`src/sv/cpr_pkg.sv`:
```
// ----------------------------------------------------------------------------
// cpr_pkg
// Sizes, register map and result word layout for clock page replacement.
// ----------------------------------------------------------------------------
package cpr_pkg;

   localparam int FRAMES    = 16;
   localparam int PAGE_BITS = 20;

   localparam int PAGE_W    = 20;
   localparam int FRAME_W   = 4;
   localparam int COUNT_W   = 32;
   localparam int CFG_W     = 5;

   localparam int IDX_W     = $clog2(FRAMES);
   localparam int FILL_W    = $clog2(FRAMES + 1);
   localparam int STORE_W   = (PAGE_BITS < PAGE_W) ? PAGE_BITS : PAGE_W;
   localparam int CMP_W     = (FILL_W > CFG_W) ? FILL_W : CFG_W;

   localparam int REQ_DATA_W = 24;
   localparam int RSP_DATA_W = 64;
   localparam int RSP_USED_W = 2 + PAGE_W + FRAME_W + COUNT_W;

   localparam int CSR_ADDR_W = 3;
   localparam int CSR_DATA_W = 32;
   localparam logic [CSR_ADDR_W-1:0] CSR_ADDR_FRAMES = 3'd0;

   localparam logic [CFG_W-1:0] CFG_RESET = CFG_W'((FRAMES < 16) ? FRAMES : 16);

   typedef struct packed {
      logic [COUNT_W-1:0] miss_count;
      logic [FRAME_W-1:0] frame_index;
      logic [PAGE_W-1:0]  victim_page;
      logic               evicted;
      logic               hit;
   } rsp_type;

   function automatic logic [FILL_W-1:0] active_frames(input logic [CFG_W-1:0] cfg);
      logic [CMP_W-1:0] ext;
      ext = CMP_W'(cfg);
      if (cfg == '0) begin
         return FILL_W'(1);
      end else if (ext > CMP_W'(FRAMES)) begin
         return FILL_W'(FRAMES);
      end else begin
         return FILL_W'(cfg);
      end
   endfunction

endpackage

```
`src/sv/clock_page_replacement.sv`:
```
// ----------------------------------------------------------------------------
// clock_page_replacement
// Second-chance page replacement over a frame table held in a synchronous
// memory; reference bits, hand and fill count live in flops.
// ----------------------------------------------------------------------------
//  channel | direction | handshake              | word
//  req     | in        | req_tvalid/req_tready  | page
//  rsp     | out       | rsp_tvalid/rsp_tready  | hit, evicted, victim, frame, count
//  csr     | in/out    | APB, pready tied high  | frames_in_use at 0x0
//
//  A lookup reads one frame entry per cycle through the memory read port
//  and compares it with the page once registered; a fault fills the next
//  free frame, or sweeps the hand past set reference bits, clearing them,
//  and reads the victim from the first clear one. One word is in flight;
//  the next is taken while the previous result waits in the output register.
//  Reset clears control state and reference bits; frame page entries are
//  read only below the fill count.
// ----------------------------------------------------------------------------
module clock_page_replacement
   import cpr_pkg::*;
(
   input  logic                  clock,
   input  logic                  reset,
   input  logic                  req_tvalid,
   output logic                  req_tready,
   input  logic [REQ_DATA_W-1:0] req_tdata,  // page[19:0], zero pad
   output logic                  rsp_tvalid,
   input  logic                  rsp_tready,
   output logic [RSP_DATA_W-1:0] rsp_tdata,  // hit, evicted, victim_page[19:0],
                                             // frame_index[3:0], miss_count[31:0]
   input  logic                  csr_psel,
   input  logic                  csr_penable,
   input  logic                  csr_pwrite,
   input  logic [CSR_ADDR_W-1:0] csr_paddr,
   input  logic [CSR_DATA_W-1:0] csr_pwdata,
   output logic [CSR_DATA_W-1:0] csr_prdata,
   output logic                  csr_pready
);

   localparam logic [2:0] ST_IDLE  = 3'd0;
   localparam logic [2:0] ST_SCAN  = 3'd1;
   localparam logic [2:0] ST_SWEEP = 3'd2;
   localparam logic [2:0] ST_VCAP  = 3'd3;
   localparam logic [2:0] ST_FIN   = 3'd4;

   logic [2:0]         state_ff, state_in;
   logic [STORE_W-1:0] page_ff, page_in;
   logic [FILL_W-1:0]  scan_ptr_ff, scan_ptr_in;
   logic               cmp_vld_ff, cmp_vld_in;
   logic [IDX_W-1:0]   cmp_idx_ff, cmp_idx_in;
   logic [IDX_W-1:0]   hand_ff, hand_in;
   logic [IDX_W-1:0]   slot_ff, slot_in;
   logic [FILL_W-1:0]  filled_ff, filled_in;
   logic [FRAMES-1:0]  ref_ff, ref_in;
   logic [COUNT_W-1:0] fault_ff, fault_in;
   logic [CFG_W-1:0]   frames_cfg_ff, frames_cfg_in;
   rsp_type            res_ff, res_in;
   logic               rsp_vld_ff, rsp_vld_in;
   rsp_type            rsp_data_ff, rsp_data_in;

   logic [STORE_W-1:0] page_mem [FRAMES];
   logic [STORE_W-1:0] rd_data_ff;
   logic [IDX_W-1:0]   rd_addr;
   logic               mem_we;
   logic [IDX_W-1:0]   mem_waddr;

   logic [FILL_W-1:0]  n_active;
   logic [IDX_W-1:0]   hand_next;
   logic [COUNT_W-1:0] fault_inc;
   logic               csr_wr;

   assign n_active  = active_frames(frames_cfg_ff);
   assign hand_next = ((FILL_W'(hand_ff) + FILL_W'(1)) == n_active) ? '0
                      : IDX_W'(hand_ff + IDX_W'(1));
   assign fault_inc = (fault_ff == '1) ? fault_ff : fault_ff + COUNT_W'(1);
   assign csr_wr    = csr_psel & csr_penable & csr_pwrite & csr_pready
                      & (csr_paddr == CSR_ADDR_FRAMES);

   assign req_tready = (state_ff == ST_IDLE);
   assign rsp_tvalid = rsp_vld_ff;
   assign rsp_tdata  = RSP_DATA_W'(rsp_data_ff);
   assign csr_pready = 1'b1;
   assign csr_prdata = (csr_paddr == CSR_ADDR_FRAMES) ? CSR_DATA_W'(frames_cfg_ff) : '0;

   always_comb begin
      state_in      = state_ff;
      page_in       = page_ff;
      scan_ptr_in   = scan_ptr_ff;
      cmp_vld_in    = 1'b0;
      cmp_idx_in    = cmp_idx_ff;
      hand_in       = hand_ff;
      slot_in       = slot_ff;
      filled_in     = filled_ff;
      ref_in        = ref_ff;
      fault_in      = fault_ff;
      frames_cfg_in = frames_cfg_ff;
      res_in        = res_ff;
      rsp_vld_in    = rsp_vld_ff;
      rsp_data_in   = rsp_data_ff;
      rd_addr       = scan_ptr_ff[IDX_W-1:0];
      mem_we        = 1'b0;
      mem_waddr     = slot_ff;

      if (rsp_vld_ff && rsp_tready) begin
         rsp_vld_in = 1'b0;
      end

      unique case (state_ff)
         ST_IDLE: begin
            if (req_tvalid) begin
               page_in     = STORE_W'(req_tdata[PAGE_W-1:0]);
               scan_ptr_in = '0;
               state_in    = ST_SCAN;
            end
         end
         ST_SCAN: begin
            if (cmp_vld_ff && (rd_data_ff == page_ff)) begin
               ref_in[cmp_idx_ff] = 1'b1;
               res_in.hit         = 1'b1;
               res_in.evicted     = 1'b0;
               res_in.victim_page = '0;
               res_in.frame_index = FRAME_W'(cmp_idx_ff);
               res_in.miss_count  = fault_ff;
               state_in           = ST_FIN;
            end else if (!cmp_vld_ff && (scan_ptr_ff == filled_ff)) begin
               fault_in           = fault_inc;
               res_in.hit         = 1'b0;
               res_in.miss_count  = fault_inc;
               if (filled_ff < n_active) begin
                  mem_we             = 1'b1;
                  mem_waddr          = filled_ff[IDX_W-1:0];
                  ref_in[filled_ff[IDX_W-1:0]] = 1'b1;
                  filled_in          = filled_ff + FILL_W'(1);
                  res_in.evicted     = 1'b0;
                  res_in.victim_page = '0;
                  res_in.frame_index = FRAME_W'(filled_ff[IDX_W-1:0]);
                  state_in           = ST_FIN;
               end else begin
                  state_in = ST_SWEEP;
               end
            end else begin
               cmp_vld_in = (scan_ptr_ff < filled_ff);
               cmp_idx_in = scan_ptr_ff[IDX_W-1:0];
               if (scan_ptr_ff < filled_ff) begin
                  scan_ptr_in = scan_ptr_ff + FILL_W'(1);
               end
            end
         end
         ST_SWEEP: begin
            rd_addr = hand_ff;
            hand_in = hand_next;
            if (ref_ff[hand_ff]) begin
               ref_in[hand_ff] = 1'b0;
            end else begin
               slot_in  = hand_ff;
               state_in = ST_VCAP;
            end
         end
         ST_VCAP: begin
            mem_we             = 1'b1;
            mem_waddr          = slot_ff;
            ref_in[slot_ff]    = 1'b1;
            res_in.evicted     = 1'b1;
            res_in.victim_page = PAGE_W'(rd_data_ff);
            res_in.frame_index = FRAME_W'(slot_ff);
            state_in           = ST_FIN;
         end
         ST_FIN: begin
            if (!rsp_vld_ff || rsp_tready) begin
               rsp_vld_in  = 1'b1;
               rsp_data_in = res_ff;
               state_in    = ST_IDLE;
            end
         end
         default: begin
            state_in = ST_IDLE;
         end
      endcase

      if (csr_wr) begin
         frames_cfg_in = csr_pwdata[CFG_W-1:0];
         filled_in     = '0;
         hand_in       = '0;
         ref_in        = '0;
      end
   end

   always_ff @(posedge clock) begin
      if (reset) begin
         state_ff      <= ST_IDLE;
         cmp_vld_ff    <= 1'b0;
         hand_ff       <= '0;
         filled_ff     <= '0;
         ref_ff        <= '0;
         fault_ff      <= '0;
         frames_cfg_ff <= CFG_RESET;
         rsp_vld_ff    <= 1'b0;
      end else begin
         state_ff      <= state_in;
         cmp_vld_ff    <= cmp_vld_in;
         hand_ff       <= hand_in;
         filled_ff     <= filled_in;
         ref_ff        <= ref_in;
         fault_ff      <= fault_in;
         frames_cfg_ff <= frames_cfg_in;
         rsp_vld_ff    <= rsp_vld_in;
      end
   end

   always_ff @(posedge clock) begin
      page_ff     <= page_in;
      scan_ptr_ff <= scan_ptr_in;
      cmp_idx_ff  <= cmp_idx_in;
      slot_ff     <= slot_in;
      res_ff      <= res_in;
      rsp_data_ff <= rsp_data_in;
   end

   always_ff @(posedge clock) begin
      if (mem_we) begin
         page_mem[mem_waddr] <= page_ff;
      end
      rd_data_ff <= page_mem[rd_addr];
   end

endmodule

```
`config.mk`:
```
export PLATFORM = sky130hd
export DESIGN_NAME = clock_page_replacement
export DESIGN_NICKNAME = d
export VERILOG_FILES = /design/src/sv/cpr_pkg.sv /design/src/sv/clock_page_replacement.sv
export SDC_FILE = /design/constraint.sdc
export NUM_CORES = 1
export LEC_CHECK = 0
export BUFFER_PORTS_ARGS = -buffer_cell sky130_fd_sc_hd__buf_2
export CAP_MARGIN = 20
export CELL_PAD_IN_SITES_DETAIL_PLACEMENT = 1
export CELL_PAD_IN_SITES_GLOBAL_PLACEMENT = 1
export CORE_MARGIN = 2
export CORE_UTILIZATION = 40
export CTS_CLUSTER_DIAMETER = 40
export DETAILED_ROUTE_END_ITERATION = 10
export PLACE_DENSITY_LB_ADDON = 0.1
export SKIP_LAST_GASP = 1
export SLEW_MARGIN = 10
export SYNTH_ARGS = -nofsm -noshare
export SYNTH_HDL_FRONTEND = slang
export SYNTH_SLANG_ARGS = --single-unit
```
`constraint.sdc`:
```
create_clock -name clock -period 5.63 [get_ports clock]
set_input_delay 0.563 -clock clock [delete_from_list [all_inputs] [get_ports clock]]
set_output_delay 0.563 -clock clock [all_outputs]
set_load 0.02 [all_outputs]
```
# ---- After elaboration in Yosys (flattened, before gate mapping)
# Memory sizes are Yosys's and may differ from the RTL's. A register that Yosys moved wholly into a read port is not among the register bits.
# Cells that the tools add are included.
# W data, S select, Z words.
dict set report totals {
  regBits 216
  mem_bits_rw 320
  in_bits 66
  out_inout_bits 99
  elab_cells 148
  memories 1
}
# name depth word_bits rd rd_ports_with_merged_regs write_ports line
set memory_table {}
lappend memory_table {page_mem 16 20 1 1 1 clock_page_replacement.sv:61} ;# logic [STORE_W-1:0] page_mem [FRAMES];
dict set report op_classes {
  n_addsub 5
  magnitude_cmp 11
  eq_ne 17
  muxes 50
  bitwise_logic 12
  reduce_logical 30
}
# cell count
set op_table {}
lappend op_table {{$mux W58} 2}
lappend op_table {{$mux W16} 4}
lappend op_table {{$pmux W25 S2} 1}
lappend op_table {{$or A16 B16 Y16} 3}
lappend op_table {{$pmux W16 S3} 1}
lappend op_table {{$mux W5} 7}
lappend op_table {{$add A32 B1 Y32 const B} 1}
lappend op_table {{$eq A32 B32 Y1 const B} 1}
lappend op_table {{$mux W32} 1}
lappend op_table {{$mux W25} 1}
lappend op_table {{$mux W4} 6}
lappend op_table {{$eq A20 B20 Y1} 1}
lappend op_table {{$lt A4 B5 Y1 const B} 4}
lappend op_table {{$mux W3} 6}
lappend op_table {{$and A16 B16 Y16} 1}
lappend op_table {{$demux W1 S4} 4}
lappend op_table {{$ge A4 B1 Y1 const B} 4}
lappend op_table {{$not A16 Y16} 1}
lappend op_table {{$pmux W3 S5} 1}
lappend op_table {{$ne A2 B2 Y1 const B} 7}
lappend op_table {{$mux W1} 13}
lappend op_table {{$reduce_and A4 Y1} 3}
lappend op_table {{$add A5 B1 Y5 const B} 2}
lappend op_table {{$eq A5 B5 Y1} 2}
lappend op_table {{25 further kinds} 48}

# ---- Logic depth before layout (Yosys ltp)
dict set report logic_depth {
  word_depth 10
  depth_mapped 12
  mapped_depth_nobuf 10
}

# ---- Worst setup path before layout
# No wires, ideal clock.
dict set report synth_timing {
  path_kind {reg-to-reg}
  from {register state_ff[1]}
  to {register rsp_data_ff, in the netlist rsp_tdata[0] (enable)}
  setup_ns 0.493
  arrival_time_ns 3.460
  required_time_ns 5.137
  slack_ns 1.677
  stages_incl_launch_ff 5
  path_buffers 1
  period_less_slack_ns 3.953
  cell_sequence {dfxtp_1 buf_2 nor2_1 nand2_1 a21oi_1}
}
dict set report synth_between {
  elab_chain_cells 2
}
# element line
set synth_lines {}
lappend synth_lines {{from (decl)} clock_page_replacement.sv:46} ;# logic [2:0] state_ff, state_in;
lappend synth_lines {{from (signal assigned)} clock_page_replacement.sv:199} ;# state_ff <= state_in;
lappend synth_lines {{$eq A3 B3 Y1} clock_page_replacement.sv:108} ;# unique case (state_ff)
lappend synth_lines {{$reduce_and A2 Y1 (no source line)} n/a}
lappend synth_lines {{to (signal assigned)} clock_page_replacement.sv:216} ;# rsp_data_ff <= rsp_data_in;
lappend synth_lines {{to (decl)} clock_page_replacement.sv:59} ;# rsp_type rsp_data_ff, rsp_data_in;
# No other way between the ends.
# A chain may end at the register's enable or synchronous reset.

# ---- Final worst setup path
dict set report layout_timing {
  from {register filled_ff[1]}
  to {memory page_mem[12][8] in the netlist's numbering (enable)}
}
dict set report layout_between {
  elab_chain_cells 7
  elab_cells_between_ends 13
  cone_classes {order compare: 1; eq/ne: 1; mux: 10; reduce/logical: 1}
}
# element line
set layout_lines {}
lappend layout_lines {{from (decl)} clock_page_replacement.sv:53} ;# logic [FILL_W-1:0] filled_ff, filled_in;
lappend layout_lines {{from (signal assigned)} clock_page_replacement.sv:202} ;# filled_ff <= filled_in;
lappend layout_lines {{$lt A5 B5 Y1 / $eq A5 B5 Y1 (equally long branches)} {clock_page_replacement.sv:129, clock_page_replacement.sv:125}}
lappend layout_lines {{$mux W1 / $logic_and A1 B1 Y1 (equally long branches)} {clock_page_replacement.sv:129, clock_page_replacement.sv:125}}
lappend layout_lines {{$mux W1} clock_page_replacement.sv:125} ;# end else if (!cmp_vld_ff && (scan_ptr_ff == filled_ff)) begin
lappend layout_lines {{$mux W1} clock_page_replacement.sv:117} ;# if (cmp_vld_ff && (rd_data_ff == page_ff)) begin
lappend layout_lines {{$pmux W1 S2} clock_page_replacement.sv:108}
lappend layout_lines {{$mux W1} clock_page_replacement.sv:220} ;# if (mem_we) begin
lappend layout_lines {{$mux W1 (implied by the code)} clock_page_replacement.sv:221} ;# page_mem[mem_waddr] <= page_ff;
lappend layout_lines {{to (decl)} clock_page_replacement.sv:61}
# Several ways; a longest one is shown, not always the timed one.

==> key figures <==
STA
  • Final Hold Viols: 0
  • RSZ-0062 raised after global routing: false
  • Max_slew headroom: around a third
  • Clk_skew: ~0.025 ns
  • Final WS setup: 1.38 ns
  • Min cycle time layout: 4.25 ns
  • Worst Tran Pin Value: approximately 0.98 ns
  • Hold slack: 0.123 ns
  • Final setup vio count: 0
  • Fin crit share: between 70% and 80%
  • Max-slew violations: 0
  • FMAX: approximately 0.24 GHz
  • TNS Setup: 0 ns

Setup path
  • CP Cell Sequence: inv_1 -> ha_1 -> nand4_1 -> nor3b_1 -> and2_1 -> and2_1 -> a31oi_1 -> nor2_2 -> buf_4
  • Type of destination of the critical path: flop
  • CP Data Arrival Time: around 4.5 ns
  • CP Launch Type: flop
  • R2R Path Start: filled_ff[1]$_SDFFE_PP0P_
  • R2r setup slk: roughly 1.4 ns
  • Most used cell, CP: and2_1
  • Top cell family by delay on the critical path: simple AND/OR/NAND/NOR gates
  • FF-to-FF End: page_mem[12][8]$_DFFE_PP_
  • Worst-case reg-to-reg path depth: 9
  • CP required: a little under 6 ns
  • CP Class: reg2reg
  • Worst path bufs/invs: 2
  • CP max-delay cell: dfxtp_1
  • Crit-path max FO: 18
  • Crit-path max cell delay: roughly 0.57 ns

Final layout
  • Cell Count, Final, Fillers Out: between 2000 and 3000
  • Commonest non-fill, non-tap cell in the layout: edfxtp_1
  • Layout cells sized above 1: between 15 and 20%
  • Finished Cell Area: between 0.02 and 0.03 mm²
  • Synth-to-layout area growth: 19.2%
  • Antenna Cells: 0
  • Post-layout util: a little under half
  • Nets: approximately 2100
  • Commonest cells after routing, fill and taps aside: edfxtp_1 (469), nand2_1 (357), buf_2 (99)
  • FILL cells: between 5000 and 6000

Drt
  • Total number of vias: 14900
  • Post-route ant nets: 0
  • Initial DRC Count: 843
  • Post-Route WL: between 60000 and 70000 µm
  • Via-per-instance ratio: approximately 5.2
  • Wire per inst: 21.2 µm
  • DRC viols: 0
  • First-pass detailed-route iteration total: 5

Synth
  • Cells after Synth: 1874
  • Post-synthesis cell area: approximately 0.023 mm²
  • Largest area contributor in the netlist: edfxtp_1
  • Warnings, synthesis: 0
  • Post-synthesis sequential area ratio: around 68%
  • Ys flop type: edfxtp_1
  • Yosys reg bits: roughly 560
  • EDFF count, synth: roughly 470
  • Top-area cell type share of the netlist area: between 60% and 70%
  • Synth area leaders: edfxtp_1 (61%), dfxtp_1 (7.5%), nand2_1 (5.8%)
  • Mean Syn Cell Area: ~12 µm²
  • Synth unique cells: between 70 and 80
  • Async set-reset flop share out of synthesis: 0%

Clocking
  • CTS buffer count: 90
  • Clock transition at path regs: 0.06 ns
  • Clock latency on the worst-skew pair: between 0.6 and 0.7 ns
  • CTS Hold Bufs: 0
  • PostCTS Resize Cnt: 0
  • Max Root-Sink Buffers: 3
  • Clk sinks: approximately 560
  • H-tree levels: 3
  • Post-CTS setup buffer count: 0
  • Clock Root Buffer: clkbuf_16
  • CTS tree: built

Min path
  • Hold crit path type: in2reg
  • Hold endpoint: page_ff[7]$_DFFE_PP_
  • Hold-critical path depth: 1
  • HP Start: req_tdata[7]

Place
  • Dpl hpwl: ~36000 µm
  • Place WS: 1.37 ns
  • Placed Cells: 2671
  • Port Buf Inserts: 99
  • Placement Cell Area: between 0.02 and 0.025 mm²
  • Final GP Congestion: ~0.86

Power
  • Power Dens Cells: 409 mW/mm²
  • Design Power: 11.3 mW
  • Leakage power: around 9.8 nW
  • VDD IR max: 0.000309 V

Floorplan
  • Die H: approximately 240 µm
  • Starting Density: about 40%
  • Die area: about 0.060 mm²
  • Rows: a little under 90
  • Core box area: approximately 0.057 mm²
  • I/O pin count: approximately 170
  • Die outline width: roughly 240 µm

GRT
  • Vias in the first global route: 15600
  • M3 GR Usage: 3.76%
  • Largest net degree at the start of global routing: ~160
  • Global route hottest layer: met2
  • Initial antenna violation count: 1
  • Met2 Track Usage GR: about 35%
  • Congestion Overflow GR: 0
  • Met1 Usage GRT: 26.6%
  • First-pass GRT wire length: about 93000 µm
  • GRT Overall Usage: roughly a fifth

Flow run
  • Max Cap Violations: 0

Status
  • Status: completed
-- synth_stat cells, drive strengths merged (33+ instances only) --
master,instances
o21ai,83
nand2,357
a31oi,49
a211oi,40
xnor2,41
dfxtp,87
buf,84
clkbuf,50
edfxtp,469
nor2,116
a21oi,39
and2,67
inv,33
nand3,78
-- routing by layer --
metal / share of wire [%] / routed length, µm
met1: 44 / 26600
met2: 49 / 29700
met3: 4.0 / 2400
met4: 2.7 / 1600
met5: 0 / 0
-- logic make-up (layout without fill, tap and decap cells) --
group / after synthesis / in the layout / share of synthesized area (%)
mux: 18 / 18 / 0.957
other cells: 2 / 34 / 0.0325
simple gates: 756 / 756 / 15.3
compound gates: 283 / 283 / 7.85
flops: 556 / 556 / 68.4
xor+xnor: 73 / 73 / 2.83
buf+inv: 167 / 335 / 3.64
fa+ha+maj: 19 / 19 / 1.03
-- worst max-delay path by stage --
stage                               from                    endpoint  slack (ns)  depth (start not counted)
6_report       filled_ff[1]$_SDFFE_PP0P_   page_mem[12][8]$_DFFE_PP_        1.38                          9
5_1_grt        filled_ff[1]$_SDFFE_PP0P_  page_mem[12][10]$_DFFE_PP_        1.05                          9
3_3_place_gp   filled_ff[1]$_SDFFE_PP0P_  page_mem[12][14]$_DFFE_PP_        1.47                          9
2_1_floorplan   state_ff[1]$_SDFFE_PP0P_      rsp_tdata[0]$_DFFE_PP_        1.68                          4
3_5_place_dp   filled_ff[1]$_SDFFE_PP0P_  page_mem[12][13]$_DFFE_PP_        1.37                          9
4_1_cts        filled_ff[1]$_SDFFE_PP0P_   page_mem[12][8]$_DFFE_PP_        1.34                          9
-- registers in the layout, summed over array words and instances, names as in the netlist, 16 cells and up --
name	count
page_ff	20
res_ff	58
rsp_tdata	58
page_mem	320
rd_data_ff	20
fault_ff	32
ref_ff	16
-- cell type report --
| cell class | instances | area [µm²] | area share (%) |
|---|---|---|---|
| Sequential cell | 556 | 15800 | 57.4 |
| Tap cell | 765 | 957 | 3.47 |
| Multi-Input combinational cell | 1183 | 6680 | 24.2 |
| Inverter | 33 | 124 | 0.449 |
| Clock buffer | 104 | 2400 | 8.70 |
| Timing Repair Buffer | 134 | 821 | 2.98 |
| Clock inverter | 64 | 774 | 2.81 |
-- power by group --
group          total [mW]  internal [mW]  switching (mW)
Clock                5.70           3.63            2.06
Sequential           4.74           4.59           0.149
Combinational       0.845          0.268           0.577
(Power assumes the default switching activity.)
